<file path="config.mk">
export PLATFORM = sky130hd
export DESIGN_NAME = film_grain_pixel_stage_flat
export DESIGN_NICKNAME = d
export VERILOG_FILES = /design/src/hw/rtl/fgps_pkg.sv /design/src/hw/rtl/fgps_in_if.sv /design/src/hw/rtl/fgps_out_if.sv /design/src/hw/rtl/fgps_front.sv /design/src/hw/rtl/fgps_mod.sv /design/src/hw/rtl/fgps_darken.sv /design/src/hw/rtl/film_grain_pixel_stage.sv /design/src/flat_wrapper.sv
export SDC_FILE = /design/constraint.sdc
export NUM_CORES = 1
export LEC_CHECK = 0
export ABC_AREA = 1
export BUFFER_PORTS_ARGS = -buffer_cell sky130_fd_sc_hd__buf_4
export CAP_MARGIN = 10
export CELL_PAD_IN_SITES_DETAIL_PLACEMENT = 0
export CELL_PAD_IN_SITES_GLOBAL_PLACEMENT = 1
export CORE_UTILIZATION = 45
export DETAILED_ROUTE_END_ITERATION = 8
export PLACE_DENSITY_LB_ADDON = 0.2
export SLEW_MARGIN = 20
export SYNTH_ARGS = -nofsm -noshare
export SYNTH_HDL_FRONTEND = slang
export SYNTH_HIERARCHICAL = 1
export SYNTH_SLANG_ARGS = --single-unit
</file>
<file path="constraint.sdc">
create_clock -name clk -period 10.3 [get_ports clk]
set_input_delay 0.515 -clock clk [delete_from_list [all_inputs] [get_ports clk]]
set_output_delay 0.515 -clock clk [all_outputs]
set_load 0.1 [all_outputs]
</file>
<file path="src/hw/rtl/fgps_pkg.sv">
// Shared widths, register codes, reset values and payload types of the pixel grain stage.
`timescale 1ns / 1ps
`default_nettype none
package fgps_pkg;

  localparam int unsigned PIXEL_W      = 32;
  localparam int unsigned CHAN_W       = 8;
  localparam int unsigned DUST_DRAW_W  = 30;
  localparam int unsigned GRAIN_DRAW_W = 16;
  localparam int unsigned THRESH_W     = 6;
  localparam int unsigned FLICKER_W    = 4;
  localparam int unsigned AMOUNT_W     = 9;
  localparam int unsigned DUST_LIM_W   = 10;
  localparam int unsigned CFG_DATA_W   = 10;
  localparam int unsigned CFG_INDEX_W  = 3;

  localparam int unsigned CHAN_MAX   = 255;
  localparam int unsigned GRAIN_BASE = 40;

  // Index into the grain range: base plus channel sum over 32 (at most 40 + 23).
  localparam int unsigned SUM_W  = 10;
  localparam int unsigned IDX_W  = 6;
  localparam int unsigned PROD_W = AMOUNT_W + IDX_W;
  // Largest grain range: full amount times largest index, floored Q0.8.
  localparam int unsigned RANGE_MAX =
    (((1 << AMOUNT_W) - 1) * (GRAIN_BASE + ((3 * CHAN_MAX) >> 5))) >> 8;
  localparam int unsigned RANGE_W = $clog2(RANGE_MAX + 1);

  // Draw bits resolved per modulo stage.
  localparam int unsigned MOD_STEP = 2;

  localparam logic [THRESH_W-1:0]   RST_THRESHOLD = THRESH_W'(20);
  localparam logic [FLICKER_W-1:0]  RST_FLICKER   = FLICKER_W'(0);
  localparam logic [AMOUNT_W-1:0]   RST_AMOUNT    = AMOUNT_W'(128);
  localparam logic [AMOUNT_W-1:0]   RST_GAIN_R    = AMOUNT_W'(192);
  localparam logic [AMOUNT_W-1:0]   RST_GAIN_G    = AMOUNT_W'(256);
  localparam logic [AMOUNT_W-1:0]   RST_GAIN_B    = AMOUNT_W'(128);
  localparam logic [DUST_LIM_W-1:0] RST_DUST_LIM  = DUST_LIM_W'(200);

  typedef enum logic [CFG_INDEX_W-1:0] {
    REG_THRESHOLD = 3'd0,
    REG_FLICKER   = 3'd1,
    REG_AMOUNT    = 3'd2,
    REG_GAIN_R    = 3'd3,
    REG_GAIN_G    = 3'd4,
    REG_GAIN_B    = 3'd5,
    REG_DUST_LIM  = 3'd6
  } reg_index_t;

  typedef struct packed {
    logic [THRESH_W-1:0]        threshold;
    logic signed [FLICKER_W-1:0] flicker;
    logic [AMOUNT_W-1:0]        amount;
    logic [AMOUNT_W-1:0]        gain_r;
    logic [AMOUNT_W-1:0]        gain_g;
    logic [AMOUNT_W-1:0]        gain_b;
    logic [DUST_LIM_W-1:0]      dust_limit;
  } cfg_t;

  typedef struct packed {
    logic [PIXEL_W-1:0]      pixel;
    logic [DUST_DRAW_W-1:0]  dust_draw;
    logic                    dust_white;
    logic [GRAIN_DRAW_W-1:0] grain_draw;
  } in_beat_t;

  typedef struct packed {
    logic [CHAN_W-1:0]       a;
    logic [CHAN_W-1:0]       b;
    logic [CHAN_W-1:0]       g;
    logic [CHAN_W-1:0]       r;
    logic                    dust;
    logic                    white;
    logic [GRAIN_DRAW_W-1:0] draw;
    logic [RANGE_W-1:0]      grain_range;
  } pix_t;

endpackage
`default_nettype wire

</file>
<file path="src/hw/rtl/fgps_in_if.sv">
// Input channel: pixel beat with its random draws.
`timescale 1ns / 1ps
`default_nettype none
interface fgps_in_if;
  import fgps_pkg::*;

  logic                    valid;
  logic                    ready;
  logic [PIXEL_W-1:0]      pixel_in;
  logic [DUST_DRAW_W-1:0]  dust_draw;
  logic                    dust_white;
  logic [GRAIN_DRAW_W-1:0] grain_draw;

  modport source (output valid, pixel_in, dust_draw, dust_white, grain_draw, input ready);
  modport sink   (input valid, pixel_in, dust_draw, dust_white, grain_draw, output ready);
endinterface
`default_nettype wire

</file>
<file path="src/hw/rtl/fgps_out_if.sv">
// Output channel: grained pixel beat.
`timescale 1ns / 1ps
`default_nettype none
interface fgps_out_if;
  import fgps_pkg::*;

  logic               valid;
  logic               ready;
  logic [PIXEL_W-1:0] pixel_out;

  modport source (output valid, pixel_out, input ready);
  modport sink   (input valid, pixel_out, output ready);
endinterface
`default_nettype wire

</file>
<file path="src/hw/rtl/fgps_front.sv">
// Front stages: dust test and range squeeze, then grain range from the channel sum.
`timescale 1ns / 1ps
`default_nettype none
module fgps_front (
  input  logic               clk,
  input  logic               rst,
  input  fgps_pkg::cfg_t     cfg,
  input  logic               in_valid,
  output logic               in_ready,
  input  fgps_pkg::in_beat_t in_beat,
  output logic               out_valid,
  input  logic               out_ready,
  output fgps_pkg::pix_t     out_pix
);
  import fgps_pkg::*;

  logic s1_valid;
  pix_t s1_pix;
  logic s1_en;
  logic s2_en;
  pix_t s2_pix_next;

  logic [SUM_W-1:0]   sum;
  logic [IDX_W-1:0]   idx;
  logic [PROD_W-1:0]  prod;
  logic               is_dust;

  // Clamp to [t/2, 255-t], add flicker, clamp to a byte.
  function automatic logic [CHAN_W-1:0] squeeze(
    input logic [CHAN_W-1:0]           c,
    input logic [THRESH_W-1:0]         t,
    input logic signed [FLICKER_W-1:0] f
  );
    logic [CHAN_W-1:0]       lo;
    logic [CHAN_W-1:0]       hi;
    logic [CHAN_W-1:0]       v;
    logic signed [CHAN_W+1:0] s;
    lo = CHAN_W'(t >> 1);
    hi = CHAN_W'(CHAN_MAX) - CHAN_W'(t);
    if (c < lo) begin
      v = lo;
    end else if (c > hi) begin
      v = hi;
    end else begin
      v = c;
    end
    s = $signed({2'b00, v}) + $signed({{(CHAN_W + 2 - FLICKER_W){f[FLICKER_W-1]}}, f});
    if (s < 0) begin
      return '0;
    end else if (s > $signed((CHAN_W + 2)'(CHAN_MAX))) begin
      return CHAN_W'(CHAN_MAX);
    end else begin
      return s[CHAN_W-1:0];
    end
  endfunction

  assign s2_en    = !out_valid || out_ready;
  assign s1_en    = !s1_valid || s2_en;
  assign in_ready = s1_en;

  assign is_dust = in_beat.dust_draw < DUST_DRAW_W'(cfg.dust_limit);

  always_ff @(posedge clk) begin
    if (rst) begin
      s1_valid <= 1'b0;
    end else if (s1_en) begin
      s1_valid <= in_valid;
    end
    if (s1_en) begin
      s1_pix.a           <= in_beat.pixel[3*CHAN_W +: CHAN_W];
      s1_pix.b           <= squeeze(in_beat.pixel[2*CHAN_W +: CHAN_W], cfg.threshold, cfg.flicker);
      s1_pix.g           <= squeeze(in_beat.pixel[CHAN_W +: CHAN_W], cfg.threshold, cfg.flicker);
      s1_pix.r           <= squeeze(in_beat.pixel[0 +: CHAN_W], cfg.threshold, cfg.flicker);
      s1_pix.dust        <= is_dust;
      s1_pix.white       <= in_beat.dust_white;
      s1_pix.draw        <= in_beat.grain_draw;
      s1_pix.grain_range <= '0;
    end
  end

  assign sum  = SUM_W'(s1_pix.r) + SUM_W'(s1_pix.g) + SUM_W'(s1_pix.b);
  assign idx  = IDX_W'(GRAIN_BASE) + IDX_W'(sum >> 5);
  assign prod = PROD_W'(cfg.amount) * PROD_W'(idx);

  // Carry the beat forward with the floored Q0.8 grain range filled in.
  always_comb begin
    s2_pix_next             = s1_pix;
    s2_pix_next.grain_range = prod[8 +: RANGE_W];
  end

  always_ff @(posedge clk) begin
    if (rst) begin
      out_valid <= 1'b0;
    end else if (s2_en) begin
      out_valid <= s1_valid;
    end
    if (s2_en) begin
      out_pix <= s2_pix_next;
    end
  end

endmodule
`default_nettype wire

</file>
<file path="src/hw/rtl/fgps_mod.sv">
// Pipelined remainder of the grain draw by the grain range, MSB first.
`timescale 1ns / 1ps
`default_nettype none
module fgps_mod #(
  parameter int unsigned ModStep = fgps_pkg::MOD_STEP
) (
  input  logic                        clk,
  input  logic                        rst,
  input  logic                        in_valid,
  output logic                        in_ready,
  input  fgps_pkg::pix_t              in_pix,
  output logic                        out_valid,
  input  logic                        out_ready,
  output fgps_pkg::pix_t              out_pix,
  output logic [fgps_pkg::RANGE_W-1:0] out_rem
);
  import fgps_pkg::*;

  localparam int unsigned Stages = GRAIN_DRAW_W / ModStep;

  logic [Stages-1:0] valid;
  logic [Stages-1:0] en;
  pix_t              pay [Stages];
  logic [RANGE_W-1:0] rem [Stages];

  // One restoring step: shift in a draw bit, subtract the divisor if it fits.
  function automatic logic [RANGE_W-1:0] mod_step(
    input logic [RANGE_W-1:0] r,
    input logic               b,
    input logic [RANGE_W-1:0] d
  );
    logic [RANGE_W:0] sh;
    sh = {r, b};
    if (sh >= {1'b0, d}) begin
      sh = sh - {1'b0, d};
    end
    return sh[RANGE_W-1:0];
  endfunction

  always_comb begin
    en[Stages-1] = !valid[Stages-1] || out_ready;
    for (int i = Stages - 2; i >= 0; i--) begin
      en[i] = !valid[i] || en[i+1];
    end
  end

  assign in_ready  = en[0];
  assign out_valid = valid[Stages-1];
  assign out_pix   = pay[Stages-1];
  assign out_rem   = rem[Stages-1];

  for (genvar s = 0; s < Stages; s++) begin : g_stage
    logic               v_src;
    pix_t               pay_src;
    logic [RANGE_W-1:0] rem_src;
    logic [RANGE_W-1:0] rem_new;

    if (s == 0) begin : g_head
      assign v_src   = in_valid;
      assign pay_src = in_pix;
      assign rem_src = '0;
    end else begin : g_body
      assign v_src   = valid[s-1];
      assign pay_src = pay[s-1];
      assign rem_src = rem[s-1];
    end

    always_comb begin
      rem_new = rem_src;
      for (int k = 0; k < ModStep; k++) begin
        rem_new = mod_step(rem_new, pay_src.draw[GRAIN_DRAW_W-1-s*ModStep-k],
                           pay_src.grain_range);
      end
    end

    always_ff @(posedge clk) begin
      if (rst) begin
        valid[s] <= 1'b0;
      end else if (en[s]) begin
        valid[s] <= v_src;
      end
      if (en[s]) begin
        pay[s] <= pay_src;
        rem[s] <= rem_new;
      end
    end
  end

endmodule
`default_nettype wire

</file>
<file path="src/hw/rtl/fgps_darken.sv">
// Last stage: apply grain per channel or dust color, and hold the output beat.
`timescale 1ns / 1ps
`default_nettype none
module fgps_darken (
  input  logic                        clk,
  input  logic                        rst,
  input  fgps_pkg::cfg_t              cfg,
  input  logic                        in_valid,
  output logic                        in_ready,
  input  fgps_pkg::pix_t              in_pix,
  input  logic [fgps_pkg::RANGE_W-1:0] in_rem,
  output logic                        out_valid,
  input  logic                        out_ready,
  output logic [fgps_pkg::PIXEL_W-1:0] out_pixel
);
  import fgps_pkg::*;

  logic               en;
  logic [RANGE_W-1:0] grain;
  logic [CHAN_W-1:0]  r_new;
  logic [CHAN_W-1:0]  g_new;
  logic [CHAN_W-1:0]  b_new;

  // floor((c*256 - grain*gain) / 256), floored at zero.
  function automatic logic [CHAN_W-1:0] darken(
    input logic [CHAN_W-1:0]   c,
    input logic [RANGE_W-1:0]  gr,
    input logic [AMOUNT_W-1:0] gain
  );
    logic [2*CHAN_W-1:0]      p;
    logic signed [2*CHAN_W+1:0] v;
    p = (2*CHAN_W)'(gr) * (2*CHAN_W)'(gain);
    v = $signed({2'b00, c, 8'h00}) - $signed({2'b00, p});
    if (v <= 0) begin
      return '0;
    end else begin
      return v[8 +: CHAN_W];
    end
  endfunction

  assign en       = !out_valid || out_ready;
  assign in_ready = en;
  assign grain    = (in_pix.grain_range == '0) ? '0 : in_rem;

  always_comb begin
    if (in_pix.dust) begin
      r_new = in_pix.white ? CHAN_W'(CHAN_MAX) : '0;
      g_new = r_new;
      b_new = r_new;
    end else begin
      r_new = darken(in_pix.r, grain, cfg.gain_r);
      g_new = darken(in_pix.g, grain, cfg.gain_g);
      b_new = darken(in_pix.b, grain, cfg.gain_b);
    end
  end

  always_ff @(posedge clk) begin
    if (rst) begin
      out_valid <= 1'b0;
    end else if (en) begin
      out_valid <= in_valid;
    end
    if (en) begin
      out_pixel <= {in_pix.a, b_new, g_new, r_new};
    end
  end

endmodule
`default_nettype wire

</file>
<file path="src/hw/rtl/film_grain_pixel_stage.sv">
// Top level of the per-pixel grain stage: configuration registers and the pixel pipeline.
`timescale 1ns / 1ps
`default_nettype none
// Per-pixel grain stage for an RGBA8888 stream. Each beat on upstream carries one pixel
// (red 7:0, green 15:8, blue 23:16, alpha 31:24) plus its random draws; each beat on
// downstream carries the grained pixel, alpha copied. Dust pixels go to solid black or
// white; other pixels are squeezed into the per-frame range, shifted by flicker, then
// darkened by a grain value scaled per channel. Throughput is one pixel per clock while
// downstream is ready. The pipe is two front stages, the remainder pipeline that
// resolves ModStep draw bits per stage, and the output register. The remainder pipeline
// sets the latency. Every stage holds its beat on a stall and takes a new one whenever it
// is empty or moving, so bubbles collapse and upstream keeps flowing while the output beat
// waits. Write the registers only while the pipe is empty; the channel math reads them
// live in the front and darken stages.
module film_grain_pixel_stage #(
  parameter int unsigned ModStep = fgps_pkg::MOD_STEP
) (
  input  logic                            clk,
  input  logic                            rst,
  input  logic                            cfg_write,
  input  logic [fgps_pkg::CFG_INDEX_W-1:0] cfg_index,
  input  logic [fgps_pkg::CFG_DATA_W-1:0]  cfg_data,
  fgps_in_if.sink                         upstream,
  fgps_out_if.source                      downstream
);
  import fgps_pkg::*;

  cfg_t     cfg;
  in_beat_t in_beat;

  // Front to remainder pipeline.
  logic front_valid;
  logic front_ready;
  pix_t front_pix;

  // Remainder pipeline to the darken stage.
  logic               mod_valid;
  logic               mod_ready;
  pix_t               mod_pix;
  logic [RANGE_W-1:0] mod_rem;

  // Register file: hold values, ignore writes beyond the last register.
  always_ff @(posedge clk) begin
    if (rst) begin
      cfg.threshold  <= RST_THRESHOLD;
      cfg.flicker    <= RST_FLICKER;
      cfg.amount     <= RST_AMOUNT;
      cfg.gain_r     <= RST_GAIN_R;
      cfg.gain_g     <= RST_GAIN_G;
      cfg.gain_b     <= RST_GAIN_B;
      cfg.dust_limit <= RST_DUST_LIM;
    end else if (cfg_write) begin
      case (reg_index_t'(cfg_index))
        REG_THRESHOLD: cfg.threshold  <= cfg_data[THRESH_W-1:0];
        REG_FLICKER:   cfg.flicker    <= cfg_data[FLICKER_W-1:0];
        REG_AMOUNT:    cfg.amount     <= cfg_data[AMOUNT_W-1:0];
        REG_GAIN_R:    cfg.gain_r     <= cfg_data[AMOUNT_W-1:0];
        REG_GAIN_G:    cfg.gain_g     <= cfg_data[AMOUNT_W-1:0];
        REG_GAIN_B:    cfg.gain_b     <= cfg_data[AMOUNT_W-1:0];
        REG_DUST_LIM:  cfg.dust_limit <= cfg_data[DUST_LIM_W-1:0];
        default: ;
      endcase
    end
  end

  assign in_beat.pixel      = upstream.pixel_in;
  assign in_beat.dust_draw  = upstream.dust_draw;
  assign in_beat.dust_white = upstream.dust_white;
  assign in_beat.grain_draw = upstream.grain_draw;

  // Dust test and squeeze, then the grain range (one 9x6 multiply).
  fgps_front u_front (
    .clk       (clk),
    .rst       (rst),
    .cfg       (cfg),
    .in_valid  (upstream.valid),
    .in_ready  (upstream.ready),
    .in_beat   (in_beat),
    .out_valid (front_valid),
    .out_ready (front_ready),
    .out_pix   (front_pix)
  );

  // Remainder of the draw by the range, ModStep bits per stage.
  fgps_mod #(
    .ModStep (ModStep)
  ) u_mod (
    .clk       (clk),
    .rst       (rst),
    .in_valid  (front_valid),
    .in_ready  (front_ready),
    .in_pix    (front_pix),
    .out_valid (mod_valid),
    .out_ready (mod_ready),
    .out_pix   (mod_pix),
    .out_rem   (mod_rem)
  );

  // Grain times gain per channel, or dust color; drives the output register.
  fgps_darken u_darken (
    .clk       (clk),
    .rst       (rst),
    .cfg       (cfg),
    .in_valid  (mod_valid),
    .in_ready  (mod_ready),
    .in_pix    (mod_pix),
    .in_rem    (mod_rem),
    .out_valid (downstream.valid),
    .out_ready (downstream.ready),
    .out_pixel (downstream.pixel_out)
  );

`ifndef ASSERT_OFF
  // The pipe comes out of reset empty.
  a_empty_after_reset: assert property (@(posedge clk)
    $past(rst) |-> !downstream.valid)
    else $error("output beat valid right after reset");

  // The grain range never exceeds what the widest amount and channel sum allow.
  a_range_bound: assert property (@(posedge clk) disable iff (rst)
    front_valid |-> front_pix.grain_range <= RANGE_W'(RANGE_MAX))
    else $error("grain range out of bound");

  // A finished remainder is below its divisor.
  a_rem_below_range: assert property (@(posedge clk) disable iff (rst)
    mod_valid && (mod_pix.grain_range != '0) |-> mod_rem < mod_pix.grain_range)
    else $error("grain remainder not below grain range");
`endif

endmodule
`default_nettype wire

</file>
<file path="src/flat_wrapper.sv">
// flat-port wrapper written by rule: the top's interface ports become plain ports
module film_grain_pixel_stage_flat import fgps_pkg::*;
#(
  parameter int unsigned ModStep = fgps_pkg::MOD_STEP
)
  (clk, rst, cfg_write, cfg_index, cfg_data, upstream_valid, upstream_pixel_in, upstream_dust_draw, upstream_dust_white, upstream_grain_draw, upstream_ready, downstream_valid, downstream_pixel_out, downstream_ready);
  fgps_in_if upstream_i ();
  fgps_out_if downstream_i ();
  input  logic clk;
  input  logic rst;
  input  logic cfg_write;
  input  logic [fgps_pkg::CFG_INDEX_W-1:0] cfg_index;
  input  logic [fgps_pkg::CFG_DATA_W-1:0] cfg_data;
  input wire logic [$bits(upstream_i.valid)-1:0] upstream_valid;
  input wire logic [$bits(upstream_i.pixel_in)-1:0] upstream_pixel_in;
  input wire logic [$bits(upstream_i.dust_draw)-1:0] upstream_dust_draw;
  input wire logic [$bits(upstream_i.dust_white)-1:0] upstream_dust_white;
  input wire logic [$bits(upstream_i.grain_draw)-1:0] upstream_grain_draw;
  output wire logic [$bits(upstream_i.ready)-1:0] upstream_ready;
  output wire logic [$bits(downstream_i.valid)-1:0] downstream_valid;
  output wire logic [$bits(downstream_i.pixel_out)-1:0] downstream_pixel_out;
  input wire logic [$bits(downstream_i.ready)-1:0] downstream_ready;
  assign upstream_i.valid = upstream_valid;
  assign upstream_i.pixel_in = upstream_pixel_in;
  assign upstream_i.dust_draw = upstream_dust_draw;
  assign upstream_i.dust_white = upstream_dust_white;
  assign upstream_i.grain_draw = upstream_grain_draw;
  assign upstream_ready = upstream_i.ready;
  assign downstream_valid = downstream_i.valid;
  assign downstream_pixel_out = downstream_i.pixel_out;
  assign downstream_i.ready = downstream_ready;
  film_grain_pixel_stage #(.ModStep(ModStep)) u_core (.clk(clk), .rst(rst), .cfg_write(cfg_write), .cfg_index(cfg_index), .cfg_data(cfg_data), .upstream(upstream_i), .downstream(downstream_i));
endmodule
</file>
=== Word-level counts from Yosys, hierarchy flattened ===
Memory sizes are Yosys's and may differ from the RTL's.
Cells that the tools add are included.

* Register bits after elaboration: 206
* Bits in writable memories: 512
* Output and inout port bits: 34
* Memories kept: 2

{| class="wikitable"
|+ Memory list
! memory !! words !! bits a word !! read ports !! clocked after memory_dff !! wr ports !! RTL line !! source
|-
| u_core.u_mod.pay || 8 || 57 || 8 || 0 || 8 || fgps_mod.sv:23 || <nowiki>pix_t pay [Stages];</nowiki>
|-
| u_core.u_mod.rem || 8 || 7 || 8 || 0 || 8 || fgps_mod.sv:24 || <nowiki>logic [RANGE_W-1:0] rem [Stages];</nowiki>
|}

* Add/subtract/negate cells: 26
* $mul: 4
* $lt $le $gt $ge: 32
* Equality and inequality tests: 6
* Multiplexer cells: 52
* Reductions and logical operators: 31

{| class="wikitable"
|+ Operators by type and width
! cell !! count
|-
| 8-bit two-way mux || 19
|-
| 8-bit by 7-bit >= comparator with 1-bit output || 15
|-
| 7-bit two-way mux || 17
|-
| 7-bit subtractor || 15
|-
| 17-bit by 1-bit <= comparator with 1-bit output, second input constant || 3
|-
| 16-bit by 16-bit subtractor with 17-bit output || 3
|-
| 7-bit by 9-bit multiplier with 16-bit output || 3
|-
| 9-bit by 4-bit adder with 10-bit output || 3
|-
| 10-bit by 9-bit greater-than comparator with 1-bit output, second input constant || 3
|-
| 10-bit by 1-bit less-than comparator with 1-bit output, second input constant || 3
|-
| 30-bit by 10-bit less-than comparator with 1-bit output || 1
|-
| 8-bit greater-than comparator || 3
|-
| 8-bit by 5-bit less-than comparator with 1-bit output || 3
|-
| 1-bit two-way mux || 16
|-
| 9-bit by 6-bit multiplier with 15-bit output || 1
|-
| 2-bit AND reduction || 7
|-
| 1-bit logical NOT || 11
|-
| 1-bit logical OR || 11
|-
| 9-bit by 8-bit adder with 10-bit output || 1
|-
| 8-bit by 8-bit adder with 9-bit output || 1
|-
| 3-bit equality test, second input constant || 3
|-
| 1-bit by 7-bit subtractor with 8-bit output, first input constant || 1
|-
| 1-bit by 7-bit >= comparator with 1-bit output || 1
|-
| 7-bit logical NOT || 1
|-
| 5 further kinds || 6
|}

=== Logic depth before layout (Yosys ltp) ===
* Word-level depth: 16
* Gate-level depth with buffers: 33

=== Cells and area by module ===
The synthesis kept the hierarchy.

{| class="wikitable"
|+ Modules (own cells, without submodules)
! module !! instances !! cells each !! area an instance (um^2) !! seq. area each (um^2)
|-
| fgps_mod || 1 || 1645 || 21984.8 || 15534.9
|-
| fgps_darken || 1 || 1309 || 9384.0 || 980.9
|-
| fgps_front || 1 || 843 || 8080.2 || 3253.1
|-
| film_grain_pixel_stage || 1 || 320 || 2249.7 || 1121.1
|}

=== Least setup slack after synthesis ===
Ideal clock, no wire load.

* Path type: flip-flop to flip-flop
* Start point: register u_core.u_darken.out_valid
* End point: register u_core/u_front/s1_pix[10] in the netlist's numbering, enable pin
* Setup time: 1.014 ns
* Arrival time: 9.119 ns
* Required time: 9.286 ns
* Path slack: 0.167 ns
* Cell stages (with the launch flop): 8
* Period minus slack after synthesis: 10.133 ns
* Path through: dfxtp_1 nand2_1 nor2_2 nand4_1 nor2_2 nand4_1 inv_1 nand3_1

* Longest elaborated chain between the ends: 12

{| class="wikitable"
|+ Ends and longest elaborated chain
! what !! RTL line !! source
|-
| from (decl) || fgps_darken.sv:12 || <nowiki>output logic out_valid,</nowiki>
|-
| from (signal assigned) || fgps_darken.sv:61 || <nowiki>out_valid <= in_valid;</nowiki>
|-
| 1-bit logical NOT || fgps_darken.sv:41 || <nowiki>assign en = !out_valid || out_ready;</nowiki>
|-
| 1-bit logical OR || fgps_darken.sv:41 ||
|-
| net u_core.mod_ready || film_grain_pixel_stage.sv:38 || <nowiki>logic mod_ready;</nowiki>
|-
| 1-bit logical OR || fgps_mod.sv:41 || <nowiki>en[Stages-1] = !valid[Stages-1] || out_ready;</nowiki>
|-
| 1-bit logical OR (3 in a row) || fgps_mod.sv:43 || <nowiki>en[i] = !valid[i] || en[i+1];</nowiki>
|-
| net u_core.u_mod.en[4] || fgps_mod.sv:22 || <nowiki>logic [Stages-1:0] en;</nowiki>
|-
| 1-bit logical OR (4 in a row) || fgps_mod.sv:43 ||
|-
| net u_core.front_ready || film_grain_pixel_stage.sv:33 || <nowiki>logic front_ready;</nowiki>
|-
| 1-bit logical OR || fgps_front.sv:57 || <nowiki>assign s2_en = !out_valid || out_ready;</nowiki>
|-
| 1-bit logical OR || fgps_front.sv:58 || <nowiki>assign s1_en = !s1_valid || s2_en;</nowiki>
|-
| net upstream_ready || flat_wrapper.sv:19 || <nowiki>output wire logic [$bits(upstream_i.ready)-1:0] upstream_ready;</nowiki>
|-
| to (decl) || fgps_front.sv:18 || <nowiki>pix_t s1_pix;</nowiki>
|}

The timed path passes the listed nets, and every way through them passes these cells.
A chain may end at the register's enable or synchronous reset.

=== Final worst setup path ===
* Start point: register u_core/u_front/s1_pix[28] in the netlist's numbering
* End point: register u_core/u_front/out_pix[6] in the netlist's numbering (data pin)

* Longest elaborated chain between the ends: 4

{| class="wikitable"
|+ Ends and longest elaborated chain
! what !! RTL line !! source
|-
| 8-bit by 8-bit adder with 9-bit output || fgps_front.sv:81 || <nowiki>assign sum = SUM_W'(s1_pix.r) + SUM_W'(s1_pix.g) + SUM_W'(s1_pix.b);</nowiki>
|-
| 9-bit by 8-bit adder with 10-bit output || fgps_front.sv:81 ||
|-
| 6-bit by 5-bit adder with 6-bit output || fgps_front.sv:82 || <nowiki>assign idx = IDX_W'(GRAIN_BASE) + IDX_W'(sum >> 5);</nowiki>
|-
| 9-bit by 6-bit multiplier with 15-bit output || fgps_front.sv:83 || <nowiki>assign prod = PROD_W'(cfg.amount) * PROD_W'(idx);</nowiki>
|-
| net u_core.u_front.prod[14] || fgps_front.sv:25 || <nowiki>logic [PROD_W-1:0] prod;</nowiki>
|-
| to (signal assigned) || fgps_front.sv:98 || <nowiki>out_pix <= s2_pix_next;</nowiki>
|-
| to (decl) || fgps_front.sv:13 || <nowiki>output fgps_pkg::pix_t out_pix</nowiki>
|}

The timed path passes the listed nets, and every way through them passes these cells.

==> impl_metrics.py <==
metrics = {
    "layout": {
        "seqCellArea_um2": 18730,
        "final_common_cell": "nand2_1",
        "n_fill_cell": 7990,
        "nets": 4811,
        "final_cell_mix": "915 x nand2_1, 717 x inv_1, 579 x edfxtp_1",
        "area_growth_pct": 12.33,
        "antenna_cells": 0,
        "drive_gt1_frac": 0.09904,
        "multi_input_area_um2": 17820,
    },
    "place": {
        "place_congestion": 0.8540,
        "hpwl_mm": 65.49,
        "pre_cts_ws_ps": 4256,
        "portBuffers": 130,
    },
    "floorplanning": {
        "dieArea_um2": 89050,
        "die_w_um": 298.4,
        "start_util": 0.4550,
        "rows": 108,
        "core_area_um2": 86890,
        "pin_count": 131,
        "die_h_um": 298.4,
    },
    "clock_network": {
        "post-cts-setup-buffers": 0,
        "cts_buffers": 73,
        "clockBufferDepth": 3,
        "cts_hold_buffers": 0,
        "cts_tree": "yes",
        "cts.sinks": 646,
        "cts-root-buf": "clkbuf_16",
        "clk-insertion-delay-late_ps": 640,
        "htree_levels": 3,
        "cts_resized": 0,
        "clk_pin_slew_ps": 60,
    },
    "routing": {
        "routed_wl_mm": 84.27,
        "wl_met1_mm": 39.83,
        "dr_wl_met2_mm": 39.41,
        "vias": 26580,
        "ant_nets": 0,
        "drcViolationCount": 0,
        "drt_first_pass_iters": 5,
        "routedWlPerCell_um": 15.50,
        "viasPerCell": 4.889,
        "wl_met3_mm": 3.326,
        "routed.top_layer": "met4",
        "drt_iter0_drc": 1401,
    },
    "setup_path": {
        "worst_ep_arrival_time_ps": 6460,
        "slowest_delay_ps": 540,
        "cp_slowest_cell": "fa_1",
        "worst-r2r-cell-count": 30,
        "end_kind": "flip-flop",
        "required_ps": 10690,
        "path_max_fanout": 9,
        "path_class": "reg -> reg",
        "worstSetupStartpointType": "flip-flop",
    },
    "timing": {
        "tightest_slew_ps": 1094,
        "hold_viol_final": 0,
        "min_period_over_period": 0.5902,
        "relSlewSlack": 0.2680,
        "fin_crit_ps": 6079,
        "finalClockSkew_ps": 30.77,
        "layout_setup_ws_ps": 4221,
        "fin_setup_tns_ps": 0,
        "max_freq_ghz": 0.1645,
        "slew_viol_final": 0,
        "rsz0062_at_grt": "no",
        "setup_viol": 0,
    },
    "logic_synthesis": {
        "synthesis.nets": 4636,
        "syn_inst": 4045,
        "ys_warn_count": 6,
        "synth_area_um2": 39540,
        "syn_area_per_cell_um2": 9.774,
    },
    "min_path": {
        "hold_path_class": "in -> reg",
        "holdPathStages": 1,
    },
    "global_routing": {
        "grt_pass1_vias": 26300,
        "grt.total_usage": 0.1938,
        "antenna_found_initial": 0,
        "grt.overflow.total": 0,
        "grt_start_max_net_pins": 64,
        "grt_pass1_wl_mm": 138.3,
    },
    "flow_run": {
        "cap_violations": 0,
    },
    "outcome": {
        "outcome": "completed",
    },
}
==> worst max-delay path, delay by kind of cell (launching register included) <==
family / cells / cell delay (ps)
AO/OA/AOI/OAI: 5 / 970
XOR/XNOR: 1 / 160
adder cells (fa/ha/maj): 7 / 3120
buffers and inverters: 8 / 470
flip-flops: 1 / 370
AND/OR/NAND/NOR: 9 / 730
==> worst paths after layout <==
| path | startpoint | slack [ps] | to |
|---|---|---|---|
| worst max register to register | u_core/u_front/s1_pix[28] | 4220 | u_core/u_front/out_pix[6] |
| worst max-delay path | u_core/u_front/s1_pix[28] | 4220 | u_core/u_front/out_pix[6] |
| worst min register to register | u_core/u_mod/pay[1][161] | 400 | u_core/u_mod/pay[1][218] |
| worst min-delay path | upstream_grain_draw[13] | 60 | u_core/u_front/s1_pix[20] |
==> flip-flops by register name, summed over array words and instances, names as in the netlist <==
name and flops:
u_core/u_mod/g_stage.v_src 7, u_core/u_front/s1_pix 50, u_core/u_front/out_pix 57, u_core/u_darken/out_pixel 32, u_core/u_front/out_valid 1, u_core/cfg 56, u_core/u_front/s1_valid 1, u_core/u_mod/out_valid 1
u_core/u_mod/pay 384, u_core/u_mod/rem 56, u_core/u_darken/out_valid 1
==> area by class of cell <==
type / count / share of cell area
Clock inverter: 44 / 0.01414
Multi-Input combinational cell: 2628 / 0.4013
Timing Repair Buffer: 142 / 0.02400
Sequential cell: 646 / 0.4217
Tap cell: 1155 / 0.03254
Inverter: 729 / 0.06170
Clock buffer: 92 / 0.04457
==> metal layers <==
metal / global-route usage / vias up
met5: 0 / -
met4: 0.04615 / 0
met3: 0.02784 / 102
met2: 0.3215 / 448
met1: 0.2680 / 12480
li1: - / 13550
==> through the flow <==
| step | hold slack (ps) | cell area (um^2) | utilization | instances |
|---|---|---|---|---|
| after floorplan | 400.3 | 39540 | - | 4045 |
| after global placement | 400.0 | 41800 | 0.4811 | 5300 |
| after detailed placement | 404.5 | 41800 | 0.4811 | 5300 |
| after CTS | 20.78 | 44410 | 0.5111 | 5436 |
| after global routing | 24.57 | 44410 | 0.5111 | 5436 |
| final | 60.23 | 44410 | 0.5111 | 5436 |
Power is not shown: default switching activity piles up to over one toggle a cycle in this logic, so the estimate is an artifact.
